File: src/rtl/rsac_pkg.sv
// ----------------------------------------------------------------------------
// RFID scan access controller package
// Word types, register indexes, result codes and timing constants.
// ----------------------------------------------------------------------------
package rsac_pkg;

  // Bytes carried by a UID field
  localparam int unsigned UidBytes = 10;

  // Scans longer than this are rejected
  localparam logic [3:0] MAX_UID_BYTES = 4'd10;

  // Result display hold time
  localparam logic [31:0] DISPLAY_HOLD_MS = 32'd3000;

  // Feedback pulse shapes
  localparam logic [7:0] GRANT_ON_MS  = 8'd200;
  localparam logic [6:0] GRANT_OFF_MS = 7'd0;
  localparam logic [1:0] GRANT_PULSES = 2'd1;
  localparam logic [7:0] DENY_ON_MS   = 8'd100;
  localparam logic [6:0] DENY_OFF_MS  = 7'd100;
  localparam logic [1:0] DENY_PULSES  = 2'd3;

  // Register reset values
  localparam logic [63:0] TAG_ONE_UID_RST = 64'h0000_0000_063E_F5C3;
  localparam logic [63:0] TAG_TWO_UID_RST = 64'h0000_0000_06F0_2A2C;
  localparam logic [3:0]  TAG_LEN_RST     = 4'd4;
  localparam logic [15:0] DUP_WINDOW_RST  = 16'd3000;

  // Register indexes
  localparam logic [2:0] REG_TAG_ONE_LOW  = 3'd0;
  localparam logic [2:0] REG_TAG_ONE_HIGH = 3'd1;
  localparam logic [2:0] REG_TAG_ONE_LEN  = 3'd2;
  localparam logic [2:0] REG_TAG_TWO_LOW  = 3'd3;
  localparam logic [2:0] REG_TAG_TWO_HIGH = 3'd4;
  localparam logic [2:0] REG_TAG_TWO_LEN  = 3'd5;
  localparam logic [2:0] REG_DUP_WINDOW   = 3'd6;

  // Scan outcome codes
  localparam logic [2:0] OUTC_NONE    = 3'd0;
  localparam logic [2:0] OUTC_GRANTED = 3'd1;
  localparam logic [2:0] OUTC_DENIED  = 3'd2;
  localparam logic [2:0] OUTC_DUP     = 3'd3;
  localparam logic [2:0] OUTC_LONG    = 3'd4;

  // Matched tag codes
  localparam logic [1:0] TAG_NONE = 2'd0;
  localparam logic [1:0] TAG_ONE  = 2'd1;
  localparam logic [1:0] TAG_TWO  = 2'd2;

  // Function codes
  localparam logic FUNC_TIME = 1'b0;
  localparam logic FUNC_SCAN = 1'b1;

  typedef struct packed {
    logic        func;
    logic [31:0] now_ms;
    logic [63:0] uid_low;
    logic [15:0] uid_high;
    logic [3:0]  uid_length;
  } in_word_t;

  typedef struct packed {
    logic [2:0]  scan_outcome;
    logic [1:0]  matched_tag;
    logic [31:0] scan_id;
    logic        feedback_on;
    logic        result_showing;
  } out_word_t;

endpackage

File: src/rtl/rfid_scan_access_controller.sv
// ----------------------------------------------------------------------------
// RFID scan access controller
// Duplicate filtering, tag matching, event numbering, feedback pulse
// sequencing and result display hold for card scan words.
//
//   channel   signals                              direction
//   in        in_valid_i  in_ready_o  in_word_i    word in
//   out       out_valid_o out_ready_i out_word_o   word out
//   cfg       cfg_valid_i cfg_ready_o cfg_index_i  register write in
//             cfg_data_i
//
// One word per cycle sustained while the output is not stalled; a word passes
// through the input register, then the result register after one pass of logic.
// All state updates in the single cycle a word moves into the result register.
// Reset restores the tag, window and state defaults at once; no sweep.
// A stalled result holds; the input register still takes one more word.
// Configuration writes are always taken (cfg_ready_o is tied high).
// ----------------------------------------------------------------------------
module rfid_scan_access_controller (
  input  logic               clk_i,
  input  logic               rst_ni,
  input  logic               in_valid_i,
  output logic               in_ready_o,
  input  rsac_pkg::in_word_t in_word_i,
  output logic               out_valid_o,
  input  logic               out_ready_i,
  output rsac_pkg::out_word_t out_word_o,
  input  logic               cfg_valid_i,
  output logic               cfg_ready_o,
  input  logic [2:0]         cfg_index_i,
  input  logic [63:0]        cfg_data_i
);
  import rsac_pkg::*;

  typedef enum logic [1:0] {
    PH_IDLE = 2'd0,
    PH_ON   = 2'd1,
    PH_OFF  = 2'd2
  } phase_e;

  // Compare the first len bytes of two UIDs of equal length
  function automatic logic uid_eq(logic [63:0] alo, logic [15:0] ahi, logic [3:0] alen,
                                  logic [63:0] blo, logic [15:0] bhi, logic [3:0] blen);
    logic [8*UidBytes-1:0] diff;
    logic                  ok;
    diff = {ahi, alo} ^ {bhi, blo};
    ok   = (alen == blen) && (alen <= 4'(UidBytes));
    for (int unsigned i = 0; i < UidBytes; i++) begin
      if ((4'(i) < alen) && (diff[i*8 +: 8] != 8'h00)) begin
        ok = 1'b0;
      end
    end
    return ok;
  endfunction

  // Configuration registers
  logic [63:0] tag_one_low_q, tag_two_low_q;
  logic [15:0] tag_one_high_q, tag_two_high_q;
  logic [3:0]  tag_one_len_q, tag_two_len_q;
  logic [15:0] dup_window_q;

  // Pipeline registers
  logic      in_vld_q, out_vld_q;
  in_word_t  in_q;
  out_word_t out_q, out_d;

  // Scan and feedback state
  logic [63:0] last_low_q, last_low_d;
  logic [15:0] last_high_q, last_high_d;
  logic [3:0]  last_len_q, last_len_d;
  logic [31:0] last_time_q, last_time_d;
  logic        have_last_q, have_last_d;
  logic [31:0] next_id_q, next_id_d;
  phase_e      phase_q, phase_d;
  logic [31:0] phase_start_q, phase_start_d;
  logic [7:0]  on_time_q, on_time_d;
  logic [6:0]  off_time_q, off_time_d;
  logic [1:0]  target_q, target_d;
  logic [1:0]  done_q, done_d;
  logic        hold_q, hold_d;
  logic [31:0] hold_start_q, hold_start_d;

  logic        advance;
  logic [31:0] fb_elapsed;
  logic [1:0]  done_inc;
  logic        is_dup;
  logic        match_one, match_two;

  // Move the held word into the result register when it is free
  assign advance     = in_vld_q && (!out_vld_q || out_ready_i);
  assign in_ready_o  = !in_vld_q || advance;
  assign out_valid_o = out_vld_q;
  assign out_word_o  = out_q;
  assign cfg_ready_o = 1'b1;

  assign fb_elapsed = in_q.now_ms - phase_start_q;
  assign done_inc   = done_q + 2'd1;
  assign match_one  = uid_eq(in_q.uid_low, in_q.uid_high, in_q.uid_length,
                             tag_one_low_q, tag_one_high_q, tag_one_len_q);
  assign match_two  = uid_eq(in_q.uid_low, in_q.uid_high, in_q.uid_length,
                             tag_two_low_q, tag_two_high_q, tag_two_len_q);
  assign is_dup     = have_last_q
                      && uid_eq(in_q.uid_low, in_q.uid_high, in_q.uid_length,
                                last_low_q, last_high_q, last_len_q)
                      && ((in_q.now_ms - last_time_q) < {16'd0, dup_window_q});

  // Step the sequencer, the display hold, then the scan
  always_comb begin
    last_low_d    = last_low_q;
    last_high_d   = last_high_q;
    last_len_d    = last_len_q;
    last_time_d   = last_time_q;
    have_last_d   = have_last_q;
    next_id_d     = next_id_q;
    phase_d       = phase_q;
    phase_start_d = phase_start_q;
    on_time_d     = on_time_q;
    off_time_d    = off_time_q;
    target_d      = target_q;
    done_d        = done_q;
    hold_d        = hold_q;
    hold_start_d  = hold_start_q;
    out_d         = '0;

    // Advance the feedback pulse by at most one transition
    case (phase_q)
      PH_ON: begin
        if (fb_elapsed >= {24'd0, on_time_q}) begin
          if (done_inc >= target_q) begin
            phase_d  = PH_IDLE;
            target_d = 2'd0;
            done_d   = 2'd0;
          end else begin
            phase_d       = PH_OFF;
            phase_start_d = in_q.now_ms;
            done_d        = done_inc;
          end
        end
      end
      PH_OFF: begin
        if (fb_elapsed >= {25'd0, off_time_q}) begin
          phase_d       = PH_ON;
          phase_start_d = in_q.now_ms;
        end
      end
      default: begin
      end
    endcase

    // Drop the display hold once it has run out
    if (hold_q && ((in_q.now_ms - hold_start_q) >= DISPLAY_HOLD_MS)) begin
      hold_d = 1'b0;
    end

    // Handle the scan
    if (in_q.func == FUNC_SCAN) begin
      if (is_dup) begin
        out_d.scan_outcome = OUTC_DUP;
      end else if (in_q.uid_length > MAX_UID_BYTES) begin
        out_d.scan_outcome = OUTC_LONG;
      end else begin
        out_d.scan_id = next_id_q;
        next_id_d     = next_id_q + 32'd1;
        if (match_one) begin
          out_d.matched_tag = TAG_ONE;
        end else if (match_two) begin
          out_d.matched_tag = TAG_TWO;
        end
        last_low_d   = in_q.uid_low;
        last_high_d  = in_q.uid_high;
        last_len_d   = in_q.uid_length;
        last_time_d  = in_q.now_ms;
        have_last_d  = 1'b1;
        hold_d       = 1'b1;
        hold_start_d = in_q.now_ms;
        if (match_one || match_two) begin
          out_d.scan_outcome = OUTC_GRANTED;
          on_time_d          = GRANT_ON_MS;
          off_time_d         = GRANT_OFF_MS;
          target_d           = GRANT_PULSES;
        end else begin
          out_d.scan_outcome = OUTC_DENIED;
          on_time_d          = DENY_ON_MS;
          off_time_d         = DENY_OFF_MS;
          target_d           = DENY_PULSES;
        end
        done_d        = 2'd0;
        phase_start_d = in_q.now_ms;
        phase_d       = PH_ON;
      end
    end

    out_d.feedback_on    = (phase_d == PH_ON);
    out_d.result_showing = hold_d;
  end

  // Take configuration writes
  always_ff @(posedge clk_i or negedge rst_ni) begin
    if (!rst_ni) begin
      tag_one_low_q  <= TAG_ONE_UID_RST;
      tag_one_high_q <= 16'd0;
      tag_one_len_q  <= TAG_LEN_RST;
      tag_two_low_q  <= TAG_TWO_UID_RST;
      tag_two_high_q <= 16'd0;
      tag_two_len_q  <= TAG_LEN_RST;
      dup_window_q   <= DUP_WINDOW_RST;
    end else if (cfg_valid_i) begin
      case (cfg_index_i)
        REG_TAG_ONE_LOW:  tag_one_low_q  <= cfg_data_i;
        REG_TAG_ONE_HIGH: tag_one_high_q <= cfg_data_i[15:0];
        REG_TAG_ONE_LEN:  tag_one_len_q  <= cfg_data_i[3:0];
        REG_TAG_TWO_LOW:  tag_two_low_q  <= cfg_data_i;
        REG_TAG_TWO_HIGH: tag_two_high_q <= cfg_data_i[15:0];
        REG_TAG_TWO_LEN:  tag_two_len_q  <= cfg_data_i[3:0];
        REG_DUP_WINDOW:   dup_window_q   <= cfg_data_i[15:0];
        default: begin
        end
      endcase
    end
  end

  // Handshake control
  always_ff @(posedge clk_i or negedge rst_ni) begin
    if (!rst_ni) begin
      in_vld_q  <= 1'b0;
      out_vld_q <= 1'b0;
    end else begin
      if (in_valid_i && in_ready_o) begin
        in_vld_q <= 1'b1;
      end else if (advance) begin
        in_vld_q <= 1'b0;
      end
      if (advance) begin
        out_vld_q <= 1'b1;
      end else if (out_ready_i) begin
        out_vld_q <= 1'b0;
      end
    end
  end

  // Capture payload words
  always_ff @(posedge clk_i) begin
    if (in_valid_i && in_ready_o) begin
      in_q <= in_word_i;
    end
    if (advance) begin
      out_q <= out_d;
    end
  end

  // Hold scan and feedback state
  always_ff @(posedge clk_i or negedge rst_ni) begin
    if (!rst_ni) begin
      last_low_q    <= 64'd0;
      last_high_q   <= 16'd0;
      last_len_q    <= 4'd0;
      last_time_q   <= 32'd0;
      have_last_q   <= 1'b0;
      next_id_q     <= 32'd1;
      phase_q       <= PH_IDLE;
      phase_start_q <= 32'd0;
      on_time_q     <= 8'd0;
      off_time_q    <= 7'd0;
      target_q      <= 2'd0;
      done_q        <= 2'd0;
      hold_q        <= 1'b0;
      hold_start_q  <= 32'd0;
    end else if (advance) begin
      last_low_q    <= last_low_d;
      last_high_q   <= last_high_d;
      last_len_q    <= last_len_d;
      last_time_q   <= last_time_d;
      have_last_q   <= have_last_d;
      next_id_q     <= next_id_d;
      phase_q       <= phase_d;
      phase_start_q <= phase_start_d;
      on_time_q     <= on_time_d;
      off_time_q    <= off_time_d;
      target_q      <= target_d;
      done_q        <= done_d;
      hold_q        <= hold_d;
      hold_start_q  <= hold_start_d;
    end
  end

  // An idle sequencer carries no pending pulses
  assert property (@(posedge clk_i) disable iff (!rst_ni)
    (phase_q == PH_IDLE) |-> (target_q == 2'd0 && done_q == 2'd0))
    else $error("idle sequencer with pending pulse count");

  // Only granted or denied scans carry an event id or a tag
  assert property (@(posedge clk_i) disable iff (!rst_ni)
    (out_vld_q && out_q.scan_outcome != OUTC_GRANTED && out_q.scan_outcome != OUTC_DENIED)
    |-> (out_q.scan_id == 32'd0 && out_q.matched_tag == TAG_NONE))
    else $error("event id or tag on a scan that made no event");

  // An accepted scan turns on feedback and the display hold
  assert property (@(posedge clk_i) disable iff (!rst_ni)
    (out_vld_q && (out_q.scan_outcome == OUTC_GRANTED || out_q.scan_outcome == OUTC_DENIED))
    |-> (out_q.feedback_on && out_q.result_showing))
    else $error("accepted scan without feedback or display hold");

  // The event counter moves by one exactly when an event is made
  assert property (@(posedge clk_i) disable iff (!rst_ni)
    advance |=> (next_id_q == $past(next_id_q)
                 + ((out_q.scan_outcome == OUTC_GRANTED
                     || out_q.scan_outcome == OUTC_DENIED) ? 32'd1 : 32'd0)))
    else $error("event counter out of step with results");

  // Input side stalls only while both registers are full and output is held
  assert property (@(posedge clk_i) disable iff (!rst_ni)
    !in_ready_o |-> (in_vld_q && out_vld_q && !out_ready_i))
    else $error("input stalled without a full pipeline");

endmodule
File: config.mk
export PLATFORM = sky130hd
export DESIGN_NAME = rfid_scan_access_controller
export DESIGN_NICKNAME = d
export VERILOG_FILES = /design/src/rtl/rsac_pkg.sv /design/src/rtl/rfid_scan_access_controller.sv
export SDC_FILE = /design/constraint.sdc
export NUM_CORES = 1
export LEC_CHECK = 0
export BUFFER_PORTS_ARGS = -buffer_cell sky130_fd_sc_hd__buf_2
export CAP_MARGIN = 20
export CORE_MARGIN = 2
export CORE_UTILIZATION = 45
export DETAILED_ROUTE_END_ITERATION = 6
export PLACE_DENSITY = 0.72
export SYNTH_ARGS = -nofsm -noshare
export SYNTH_HDL_FRONTEND = slang
export SYNTH_SLANG_ARGS = --single-unit
File: constraint.sdc
create_clock -name clk_i -period 14.21 [get_ports clk_i]
set_input_delay 1.421 -clock clk_i [delete_from_list [all_inputs] [get_ports clk_i]]
set_output_delay 1.421 -clock clk_i [all_outputs]
set_load 0.01 [all_outputs]
Word level (Yosys, flattened, before mapping) --
Cells that the tools add are included.
Operators by class: add/sub/neg operators 4, order comparisons 17, eq/ne operators 12, muxes and demuxes 72, bitwise logic cells 6, reduce and logical (&&, ||, !) cells 87
Operators with widths (count):
- nonzero test 8 bit | 30
- XOR 80 bit | 3
- 2-to-1 mux 32 bit | 6
- one-hot mux 32 bit (2 select lines) | 1
- subtractor 32 bit | 2
- 2-to-1 mux 2 bit | 22
- 2-to-1 mux 1 bit | 39
- logical AND 1 bit | 38
- adder 32 x 1 -> 32 bit (second input constant) | 1
- greater-or-equal comparator 32 x 12 -> 1 bit (second input constant) | 1
- greater-or-equal comparator 32 x 7 -> 1 bit | 1
- greater-or-equal comparator 32 x 8 -> 1 bit | 1
- < comparator 32 x 16 -> 1 bit | 1
- < comparator 3 x 4 -> 1 bit (first input constant) | 4
- AND reduction 2 bit | 7
- equality test 4 bit | 3
- equality test 3 bit (second input constant) | 3
- < comparator 1 x 4 -> 1 bit (first input constant) | 2
- < comparator 2 x 4 -> 1 bit (first input constant) | 2
- < comparator 4 bit (first input constant) | 2
- 2-to-1 mux 8 bit | 1
- 2-to-1 mux 7 bit | 1
- equality test 3 x 2 -> 1 bit (second input constant) | 2
- equality test 2 x 1 -> 1 bit (second input constant) | 2
- other kinds (17) | 23
Word-level totals: register bits after elaboration 545, input port bits 189, output and inout bits 42, word-level logic and storage cells 232

Longest topological paths before layout --
depth in word-level cells 18, gate-level depth with buffers 25, mapped depth without buffers 23

Worst setup path after synthesis --
No wires, ideal clock.
kind reg-to-reg, start point register in_q[84] (netlist bit), end point register hold_start_q[10], library setup time 0.125 ns, data arrival time 4.771 ns, data required time 14.085 ns, slack 9.314 ns, cell stages (with the launch flop) 22, buffers on the path 2, clock period less this slack 4.896 ns, cell sequence edfxtp_1 inv_1 ha_1 inv_1 fa_1 a21o_1 a221oi_2 o31ai_2 a21oi_1 xnor2_1 ha_1 nor2b_1 o21ai_0 o21ai_0 a2111oi_0 o221ai_1 nor4b_1 nand4_4 nand3_1 buf_2 buf_4 mux2_2
On the way: cells in the longest elaborated chain, start to end 5
Ends and longest elaborated chain:
- start: declaration | line rfid_scan_access_controller.sv:64 | in_word_t in_q;
- start signal: assignment | line rfid_scan_access_controller.sv:244 | in_q <= in_word_i;
- subtractor 32 bit
- < comparator 32 x 16 -> 1 bit | line rfid_scan_access_controller.sv:105 | && ((in_q.now_ms - last_time_q) < {16'd0, dup_window_q});
- logical AND 1 bit | line rfid_scan_access_controller.sv:105
- inverter 1 bit (no line)
- AND reduction 4 bit (no line)
- end signal: assignment | line rfid_scan_access_controller.sv:282 | hold_start_q <= hold_start_d;
- end: declaration | line rfid_scan_access_controller.sv:81 | logic [31:0] hold_start_q, hold_start_d;
No other way between the ends. A chain may end at the register's enable or synchronous reset.

Worst setup path in the final report --
start point register in_q[84] (netlist bit), end point register last_low_q[41]
On the way: cells in the longest elaborated chain, start to end 5
Ends and longest elaborated chain:
- subtractor 32 bit
- < comparator 32 x 16 -> 1 bit | line rfid_scan_access_controller.sv:105
- logical AND 1 bit | line rfid_scan_access_controller.sv:105
- inverter 1 bit (no line)
- AND reduction 4 bit (no line)
- end signal: assignment | line rfid_scan_access_controller.sv:269 | last_low_q <= last_low_d;
- end: declaration | line rfid_scan_access_controller.sv:68 | logic [63:0] last_low_q, last_low_d;
No other way between the ends.

==> results.json <==
{
  "route.met2.wl_mm": 34.0,
  "core_area_um2": 60400,
  "synthCells": 2327,
  "vdd_ir_drop_max_uv": 107,
  "mappedNetlistArea_um2": 27500,
  "finish.net_count": 2823,
  "library_cell_occupying_the_most_area_in_the_post_synthesis_netlist": "dfrtp_1",
  "fmax_mhz": 145,
  "total_power_w": 0.00550,
  "detailroute.wirelength.met3_mm": 3.39,
  "timing.final.crit_share_pct": 48.6,
  "postSynth.topFlopCell": "dfrtp_1",
  "power_density_nw_per_um2": 175,
  "gpl.final_weighted_congestion": 0.912,
  "top_layer_used": "met5",
  "grt_pass1_vias": 19826,
  "synth.top_cells.by_area": "dfrtp_1 31%, edfxtp_1 17%, mux2_2 12%",
  "finalCriticalPeriod_ps": 6910,
  "core.rowCount": 90,
  "final_core_utilization_pct": 52.1,
  "num_antenna_cells": 0,
  "ys_seq_area_share_pct": 51.4,
  "max_slew_margin_pct": 30.2,
  "ff_latch_area_um2": 14100,
  "cts_setup_buffers": 0,
  "ios": 231,
  "clock_insertion_delay_worst_skew_ps": 640,
  "drc": 0,
  "clkSlewWorstSetupHoldPaths_ps": 60,
  "wl_mm": 68.3,
  "first_pass_iters": 6,
  "clock_sinks": 532,
  "remaining_global_route_overflow": 0,
  "avgSynthCellArea_um2": 11.8,
  "postCtsHoldBufs": 0,
  "synth-async-reset-ratio_pct": 70.7,
  "synth.lib_cells_used.distinct": 85,
  "layout_cells_sized_above_1_pct": 27.2,
  "crit-reg2reg-launch": "in_q[84]$_DFFE_PP_",
  "grt_setup_unrepaired": "no",
  "timing.max_cap.violations": 0,
  "outcome": "finished clean",
  "initial_core_utilization_pct": 45.6,
  "grt_pass1_wl_mm": 108,
  "h_tree_lvl_count": 2,
  "grt_start_max_net_pins": 95,
  "layout_setup_ws_ps": 7300,
  "worst_setup_path_end_kind": "flop",
  "startpoint": "in_q[84]$_DFFE_PP_",
  "worst-path-max-fanout": 57,
  "critPathArrivalTime_ps": 7400,
  "multi_input_area_um2": 12600,
  "critical_path.startpoint_type": "flop",
  "hold_path.class": "flop to flop",
  "initial_antenna_violation_count": 5,
  "post-dp-hpwl_mm": 50.0,
  "final-setup-viol-count": 0,
  "tritoncts_clock_tree": "yes",
  "finalSetupTns_ps": 0,
  "cts_root_buffer": "clkbuf_16",
  "synth-edff-count": 156,
  "synthesis.yosys.warnings": 0,
  "drt-initial-drc-count": 1079,
  "tritoncts_buffer_count": 57,
  "dpl_worst_slack_ps": 7130,
  "viasPerCell": 5.65,
  "drt-met1-wl_mm": 28.8,
  "ctsResizeCount": 0,
  "largest_buffer_count_on_any_clock_path": 3,
  "holdCritStartpoint": "next_id_q[31]$_DFFE_PN0P_",
  "residual_antenna_violating_net_count_after_detailed_routing": 0,
  "die-width_um": 251,
  "worst-setup-path-type": "flop to flop",
  "die_height_um": 251,
  "worst_ep_required_time_ps": 14700,
  "postSynthRegisterBits": 532,
  "wl_per_cell_um": 20.2,
  "tightest_slew_ps": 1050,
  "yosys.area.top_type_share_pct": 30.6,
  "maxSlewViolCount": 0,
  "report.final.hold_viol_count": 0,
  "cellLeakagePower_nw": 13.2,
  "finClkSkew_ps": 53.2,
  "die_area_um2": 63100,
  "area_overhead_of_the_layout_relative_to_synthesis_pct": 14.4,
  "buffer_ports.inserted": 229,
  "syn-num-nets": 2606,
  "fill_cells": 5177,
  "num_vias": 19064,
  "grt.total_usage_pct": 21.6
}
where the power goes:
part / leakage, nW / total (W) / switching [W] / internal (W)
logic: 6.16 / 0.00179 / 0.000996 / 0.000792
clock network: 0.993 / 0.00159 / 0.000635 / 0.000958
registers: 6.03 / 0.00212 / 0.000217 / 0.00191
registers in the layout, summed over array words and instances (netlist names), 2 cells and up:
| register | count |
|---|---|
| in_q | 117 |
| last_low_q | 64 |
| tag_one_low_q | 64 |
| tag_two_low_q | 64 |
| out_word_o | 39 |
| hold_start_q | 32 |
| next_id_q | 32 |
| phase_start_q | 32 |
| dup_window_q | 16 |
| last_high_q | 16 |
| tag_one_high_q | 16 |
| tag_two_high_q | 16 |
| last_len_q | 4 |
| tag_one_len_q | 4 |
| tag_two_len_q | 4 |
| on_time_q | 3 |
| done_q | 2 |
| phase_q | 2 |
| target_q | 2 |
final timing paths:
kind / endpoint / slack (ps) / depth (start not counted)
setup reg to reg: last_low_q[41]$_DFFE_PN0P_ / 7300 / 21
min in group asynchronous: phase_start_q[24]$_DFFE_PN0P_ / 830 / 1
setup / recovery: last_low_q[41]$_DFFE_PN0P_ / 7300 / 21
hold / removal: next_id_q[31]$_DFFE_PN0P_ / 470 / 1
max in group asynchronous: tag_one_low_q[22]$_DFFE_PN0P_ / 11950 / 2
hold reg to reg: next_id_q[31]$_DFFE_PN0P_ / 470 / 1
layout by cell type, fill, tap and decap left out, types with 50 or more instances in the layout:
cell type and count:
a21oi_1 109, buf_2 228, clkbuf_16 57, dfrtp_1 337, edfxtp_1 156, ha_1 88, inv_1 109, mux2_2 299
nand2_1 108, nand4_1 58, nor2_1 74, nor3_1 50, o21ai_0 73, xnor2_1 159, xor2_1 158
per-stage QoR:
step / instances / hold slack (ps) / area [um2]
floorplan: 2327 / 430 / 27500
global placement: 3265 / 451 / 29400
detailed placement: 3265 / 457 / 29400
CTS: 3373 / 467 / 31400
global route: 3375 / 487 / 31500
finish: 3375 / 469 / 31500
area by class of cell:
type	count	area share, %
Sequential cell	532	44.9
Multi-Input combinational cell	1598	40.0
Clock buffer	74	4.93
Timing Repair Buffer	244	4.16
Tap cell	782	3.11
Clock inverter	34	1.55
Inverter	111	1.32
critical path: stages (launching register included):
cell and delay [ps]:
edfxtp_1 400, inv_1 120, ha_1 170, inv_1 60
fa_1 400, a21o_1 210, a221oi_2 420, o31ai_2 270
a21oi_1 220, xnor2_1 180, ha_1 280, nor2b_1 130
o21ai_0 130, o21ai_0 100, a2111oi_0 340, o221ai_1 190
nor4b_1 560, nand4_4 520, nand3_4 740, buf_4 520
buf_16 320, mux2_2 380
layer usage:
layer | vias to the layer above | GRT usage [%]
li1 | 8895 | -
met1 | 9527 | 27.3
met2 | 495 | 37.9
met3 | 137 | 3.67
met4 | 10 | 6.85
met5 | - | 0
cells by family after synthesis:
logic type                 synth area share (%)
muxes                                      12.4
adders and majority gates                  4.22
xor gates and xnor gates                   10.1
AOI/OAI and AO/OA                          9.24
DFF                                        51.4
buffers and inverters                      2.98
and+or+nand+nor                            9.64
other                                    0.0136
cells in the mapped netlist (58+ instances only):
cell	number
mux2_2	299
edfxtp_1	156
inv_1	109
nand2_1	108
o21ai_0	73
xnor2_1	159
clkbuf_1	62
a21oi_1	110
dfrtp_1	337
nand4_1	58
nor2_1	74
ha_1	88
xor2_1	158
Note: power is estimated with default switching activity, not from simulation.
